$ cat src/sv/a2bc_pkg.sv
// ----------------------------------------------------------------------------
// a2bc_pkg: shared types and constants for the Argon2 block compression.
// Defines the beat structs, the controller command/status structs and the
// multiply-add helper.
// ----------------------------------------------------------------------------
package a2bc_pkg;

  localparam int unsigned WORDS   = 128;
  localparam int unsigned IDX_W   = 7;
  localparam int unsigned WORD_W  = 64;

  typedef struct packed {
    logic [63:0] prev_word;
    logic [63:0] ref_word;
    logic [63:0] old_word;
    logic        accumulate;
  } in_item_t;

  typedef struct packed {
    logic [63:0] even_word;
    logic [63:0] odd_word;
    logic        last_pair;
  } out_item_t;

  // Datapath operation codes issued by the controller.
  typedef enum logic [2:0] {
    OP_NONE  = 3'd0,
    OP_LOAD  = 3'd1,
    OP_RDA   = 3'd2,
    OP_MIX   = 3'd3,
    OP_WRB   = 3'd4,
    OP_EMIT  = 3'd5
  } dp_op_t;

  typedef struct packed {
    dp_op_t           op;
    logic [IDX_W-1:0] addr;
    logic [1:0]       slot;
    logic [2:0]       mix_step;
    logic             first;
  } dp_cmd_t;

  typedef struct packed {
    logic mix_done;
  } dp_status_t;

  // Multiply-add step: a + b + 2 * p, where p is the product lo32(a) * lo32(b).
  function automatic logic [63:0] mul_add(input logic [63:0] a, input logic [63:0] b,
                                          input logic [63:0] p);
    mul_add = a + b + {p[62:0], 1'b0};
  endfunction

endpackage

$ cat src/sv/a2bc_ctrl.sv
// ----------------------------------------------------------------------------
// a2bc_ctrl: sequencer for load, permutation and emission.
// Walks 128 loads, then 128 mixes (read four, mix, write four), then
// 64 output pairs.
// ----------------------------------------------------------------------------
module a2bc_ctrl (
  input  logic                 clk,
  input  logic                 rst,
  input  logic                 in_valid,
  output logic                 in_ready,
  input  logic                 accumulate,
  output logic                 acc_flag,
  output logic                 out_valid,
  input  logic                 out_ready,
  output logic                 last_pair,
  output logic                 even_phase,
  output a2bc_pkg::dp_cmd_t    cmd,
  input  a2bc_pkg::dp_status_t status
);
  import a2bc_pkg::*;

  typedef enum logic [5:0] {
    ST_LOAD = 6'b000001,
    ST_RD   = 6'b000010,
    ST_MIX  = 6'b000100,
    ST_WR   = 6'b001000,
    ST_ERD  = 6'b010000,
    ST_OUT  = 6'b100000
  } state_t;

  state_t      state;
  logic [6:0]  word_count;
  logic        acc_reg;
  logic [6:0]  mix_idx;     // round (4 bits) and mix within round (3 bits)
  logic [2:0]  step;
  logic        half;
  logic [2:0]  sub;         // read/write slot counter, with wait beats after the reads
  logic [5:0]  pair;
  logic [1:0]  ephase;
  logic [3:0]  pidx [4];
  logic [IDX_W-1:0] word_addr [4];
  logic [3:0]  rnd;
  logic [2:0]  mx;
  logic [2:0]  grp;
  logic [1:0]  slot;

  assign rnd = mix_idx[6:3];
  assign mx  = mix_idx[2:0];
  assign grp = rnd[2:0];
  assign slot = sub[1:0];

  // Index pattern of the current mix within its 16-word round.
  always_comb begin
    pidx[0] = 4'(mx[1:0]);
    if (!mx[2]) begin
      pidx[1] = 4'(4 + mx[1:0]);
      pidx[2] = 4'(8 + mx[1:0]);
      pidx[3] = 4'(12 + mx[1:0]);
    end else begin
      pidx[1] = 4'(4 + ((mx[1:0] + 2'd1) & 2'd3));
      pidx[2] = 4'(8 + ((mx[1:0] + 2'd2) & 2'd3));
      pidx[3] = 4'(12 + ((mx[1:0] + 2'd3) & 2'd3));
    end
    for (int k = 0; k < 4; k++) begin
      if (!rnd[3]) begin
        word_addr[k] = {grp, pidx[k]};
      end else begin
        word_addr[k] = {pidx[k][3:1], grp, pidx[k][0]};
      end
    end
  end

  assign in_ready   = (state == ST_LOAD);
  assign acc_flag   = (word_count == 7'd0) ? accumulate : acc_reg;
  assign out_valid  = (state == ST_OUT);
  assign last_pair  = (pair == 6'd63);
  assign even_phase = ephase[0];

  // Command generation.
  always_comb begin
    cmd = '0;
    cmd.op = OP_NONE;
    case (state)
      ST_LOAD: begin
        cmd.op   = (in_valid) ? OP_LOAD : OP_NONE;
        cmd.addr = word_count;
      end
      ST_RD: begin
        cmd.op   = (sub < 3'd4) ? OP_RDA : OP_NONE;
        cmd.addr = word_addr[slot];
        cmd.slot = slot;
      end
      ST_MIX: begin
        cmd.op       = OP_MIX;
        cmd.mix_step = step;
        cmd.first    = half;
      end
      ST_WR: begin
        cmd.op   = OP_WRB;
        cmd.addr = word_addr[slot];
        cmd.slot = slot;
      end
      ST_ERD: begin
        cmd.op   = OP_EMIT;
        cmd.addr = {pair, ephase[1]};
      end
      ST_OUT: begin
        cmd.op   = OP_EMIT;
        cmd.addr = {pair, 1'b1};
      end
      default: cmd.op = OP_NONE;
    endcase
  end

  // Sequencer.
  always_ff @(posedge clk) begin
    if (rst) begin
      state      <= ST_LOAD;
      word_count <= '0;
      acc_reg    <= 1'b0;
      mix_idx    <= '0;
      step       <= '0;
      half       <= 1'b0;
      sub        <= '0;
      pair       <= '0;
      ephase     <= '0;
    end else begin
      case (state)
        ST_LOAD: begin
          if (in_valid) begin
            if (word_count == 7'd0) begin
              acc_reg <= accumulate;
            end
            word_count <= word_count + 7'd1;
            if (word_count == 7'd127) begin
              state   <= ST_RD;
              mix_idx <= '0;
              sub     <= '0;
            end
          end
        end
        ST_RD: begin
          sub <= sub + 3'd1;
          if (sub == 3'd5) begin
            state <= ST_MIX;
            step  <= '0;
            half  <= 1'b0;
          end
        end
        ST_MIX: begin
          half <= ~half;
          if (half) begin
            step <= step + 3'd1;
            if (status.mix_done) begin
              state <= ST_WR;
              sub   <= '0;
            end
          end
        end
        ST_WR: begin
          if (sub == 3'd3) begin
            sub     <= '0;
            mix_idx <= mix_idx + 7'd1;
            if (mix_idx == 7'd127) begin
              state  <= ST_ERD;
              pair   <= '0;
              ephase <= '0;
            end else begin
              state <= ST_RD;
            end
          end else begin
            sub <= sub + 3'd1;
          end
        end
        ST_ERD: begin
          ephase <= ephase + 2'd1;
          if (ephase == 2'd2) begin
            state <= ST_OUT;
          end
        end
        ST_OUT: begin
          if (out_ready) begin
            pair   <= pair + 6'd1;
            ephase <= '0;
            state  <= (pair == 6'd63) ? ST_LOAD : ST_ERD;
          end
        end
        default: state <= ST_LOAD;
      endcase
    end
  end

endmodule

$ cat config.mk
export PLATFORM = sky130hd
export DESIGN_NAME = a2bc_ctrl
export DESIGN_NICKNAME = d
export VERILOG_FILES = /design/src/sv/a2bc_pkg.sv /design/src/sv/a2bc_ctrl.sv
export SDC_FILE = /design/constraint.sdc
export NUM_CORES = 1
export LEC_CHECK = 0
export BUFFER_PORTS_ARGS = -buffer_cell sky130_fd_sc_hd__buf_2
export CAP_MARGIN = 20
export CORE_ASPECT_RATIO = 2
export CORE_MARGIN = 1.5
export CORE_UTILIZATION = 53
export DETAILED_ROUTE_END_ITERATION = 10
export PLACE_DENSITY = 0.85
export SYNTH_ARGS = -nofsm -noshare
export SYNTH_HDL_FRONTEND = slang
export SYNTH_SLANG_ARGS = --single-unit
export TNS_END_PERCENT = 10
$ cat constraint.sdc
create_clock -name clk -period 2.1 [get_ports clk]
set_input_delay 0.315 -clock clk [delete_from_list [all_inputs] [get_ports clk]]
set_output_delay 0.315 -clock clk [all_outputs]
set_load 0.1 [all_outputs]
==> key figures <==
Pwr
  – Combinational share of power: 0.292
  – Flop pwr share: 0.409
  – Sw Pwr: 593 uW
  – Leak: 1.21 nW
  – Clock power frac: 0.299
  – Switching share of power: 0.339
  – VDD IR-drop max: 0.000408 V
  – Pwr dens: 522 nW/um^2
  – Pint: 1.16 mW

Finish
  – Area Overhead vs Synth: 43.2%
  – Largest regs: mix_idx x7, word_count x7
  – Post-layout util: 0.780
  – Layout cell share with drive strength beyond 1: 0.353
  – Diodes inserted: 0
  – Final nets: 362

Floorplanning
  – Starting Density: 0.545
  – Die X: 50.0 um
  – Die height: 97.0 um
  – Cell row count: 34
  – CORE AREA: 4300 um^2
  – I/O pin cnt: 27
  – Area of the die: 4850 um^2

Timing
  – Period utilisation layout: 1.06
  – Maximum clock frequency: 0.448 GHz
  – # setup viols final: 7
  – Count of pins over their slew limit: 0
  – Final Hold Fails: 0
  – Slew headroom: 0.573
  – RSZ-0062 raised after global routing: yes
  – Final worst setup slack: -134 ps
  – Worst Skew: 5.05 ps
  – Slew @ Worst Pin: 640 ps
  – Minimum clock period: 2230 ps

Clock tree
  – Clk slew on worst S/H paths: 70 ps
  – Max clock buf depth: 2
  – CTS buffer count: 5
  – Clock Latency Late Sink: 300 ps
  – CTS Hold Bufs: 0
  – CTS tree: yes
  – H-tree depth: 2
  – CTS sink cnt: 36
  – Root Driver: clkbuf_8

Synth
  – Ys flop type: dfxtp_1
  – Syn Std Cell Area: 2340 um^2
  – Synthesized Nets: 308
  – Async set-or-reset flop fraction in the synthesized netlist: 0
  – Synth area leaders: dfxtp_1, ha_1, nor2_1
  – Post-synthesis sequential area ratio: 0.308
  – Distinct cells, synth: 53
  – Most frequent cells after synthesis: dfxtp_1, nor2_1, a21oi_1
  – Yosys warning total: 0
  – EDFF count, synth: 0
  – Synth Register Bits: 36
  – Synth top area share: 0.308
  – Post-Syn Instances: 291
  – Avg Synthesized Cell Area: 8.04 um^2
  – Post-synth top area cell: dfxtp_1

Drt
  – Vias: 2,542
  – Top Metal Used: met4
  – DR DRC count: 0
  – WL per Instance: 18.7 um
  – Metal3 WL: 305 um
  – Routed WL: 7490 um
  – Number of iterations in the first detailed-routing pass: 4
  – Routed vias/inst: 6.36
  – Antenna-violating nets left: 0
  – M1 wire length: 2520 um
  – Iteration-0 DRC Markers: 84
  – WL met2: 4140 um

Worst setup path
  – Setup CP Type: reg -> out
  – FF-to-FF Start: state[2]$_SDFFE_PP0P_
  – Reg2reg setup slack: 20 ps
  – CP Launch Type: flop
  – Capture point of the worst reg-to-reg path: state[1]$_SDFFE_PP0P_
  – Worst EP required: 1780 ps
  – R2R cell count: 8
  – Critical Path Fanout Max: 3
  – CP Capture Type: primary output
  – CP arrival: 1920 ps

Placement
  – Post-Place Setup Slack: 26.8 ps
  – GPL Wtd Cong: 0.913
  – Post-DP HPWL: 5170 um
  – IO buf count: 26

Status
  – Outcome: finished with violations
  – Failing checks: negative setup slack

Global routing
  – Largest net degree at the start of global routing: 36
  – Vias in the first global route: 2,413
  – Initial antenna violation count: 0
  – GRT Resource Usage Total: 0.291
  – First-pass GRT wire length: 10,900 um
  – Total gr overflow: 0

Worst hold path
  – WHS Endpoint: word_count[1]$_SDFFE_PP0N_
  – HP Class: in -> reg
  – Worst hold path startpoint: in_valid
  – Min-Delay Path Depth: 3

Job
  – Max-cap violations: 0
[metal layers]
| metal | global-route usage | vias up |
|---|---|---|
| li1 | - | 1162 |
| met1 | 0.279 | 1212 |
| met2 | 0.518 | 117 |
| met3 | 0.0417 | 51 |
| met4 | 0.237 | 0 |
| met5 | 0 | - |
[per-stage QoR]
| stage | setup TNS (ps) | cells | hold WS (ps) | area, um^2 | total power, mW |
|---|---|---|---|---|---|
| final | -424 | 400 | 329 | 3350 | 1.75 |
| after global routing | -941 | 400 | 339 | 3350 | 1.80 |
| after CTS | -386 | 393 | 322 | 3160 | 1.71 |
| after detailed placement | 0 | 383 | 479 | 2940 | 1.19 |
| after global placement | 0 | 383 | 469 | 2940 | 1.19 |
| after floorplan | -17530 | 291 | 453 | 2360 | 1.05 |
[how the worst max path moves through the flow]
stage | end | cells past startpoint | slack (ps) | startpoint
after CTS | cmd[7] | 7 | -100 | mix_idx[1]$_SDFFE_PP0P_
after global routing | cmd[7] | 7 | -180 | mix_idx[1]$_SDFFE_PP0P_
after global placement | pair[4]$_SDFFE_PP0P_ | 5 | 50 | state[4]$_SDFFE_PP0P_
after detailed placement | pair[4]$_SDFFE_PP0P_ | 5 | 30 | state[4]$_SDFFE_PP0P_
after floorplan | cmd[6] | 6 | -1210 | state[0]$_SDFFE_PP1P_
final | cmd[7] | 7 | -130 | mix_idx[1]$_SDFFE_PP0P_
[what timing repair did]
| item | 4_1_cts | 5_1_grt |
|---|---|---|
| pin swaps | 9 | 10 |
| endpoints found under the setup margin | 18 | 25 |
| buffers inserted | 2 | 7 |
| gates resized for setup | 29 | 31 |
[power by group through the flow]
stage	registers, mW	clock network, mW	logic (mW)
after detailed placement	0.730	0	0.463
after global routing	0.716	0.547	0.536
after global placement	0.729	0	0.457
after floorplan	0.721	0	0.324
after CTS	0.714	0.525	0.471
final	0.715	0.523	0.511
[cell families (layout without fill, tap and decap cells)]
group / after synthesis / after routing / share of synthesized area
buffers and inverters: 30 / 85 / 0.0593
adder cells (fa/ha/maj): 11 / 11 / 0.0588
AO/OA/AOI/OAI: 72 / 72 / 0.205
multiplexers: 7 / 7 / 0.0358
flip-flops: 36 / 36 / 0.308
AND/OR/NAND/NOR: 125 / 125 / 0.296
XOR/XNOR: 10 / 10 / 0.0374
[cell usage in the layout, fill, tap and decap left out, drive strengths merged, types with 9 or more instances in the layout]
cell,instances
a21oi,24
buf,63
clkbuf,9
dfxtp,36
ha,11
inv,12
nand2,16
nand3,14
nor2,37
nor3,11
o21ai,14
[critical path, cell delays in order, from the launching register on]
cell     delay (ps)
dfxtp_4         370
ha_4            250
xnor2_2         140
a21oi_2          90
nor3_2          220
nor3_2           70
a221o_1         310
buf_12          180
[area by class of cell]
| cell class | instances | area [um^2] |
|---|---|---|
| Inverter | 13 | 53.8 |
| Clock buffer | 8 | 90.1 |
| Tap cell | 54 | 67.6 |
| Sequential cell | 36 | 739 |
| Timing Repair Buffer | 64 | 711 |
| Fill cell | 272 | 943 |
| Multi-Input combinational cell | 225 | 1690 |
Power figures use the tool's default switching activity.
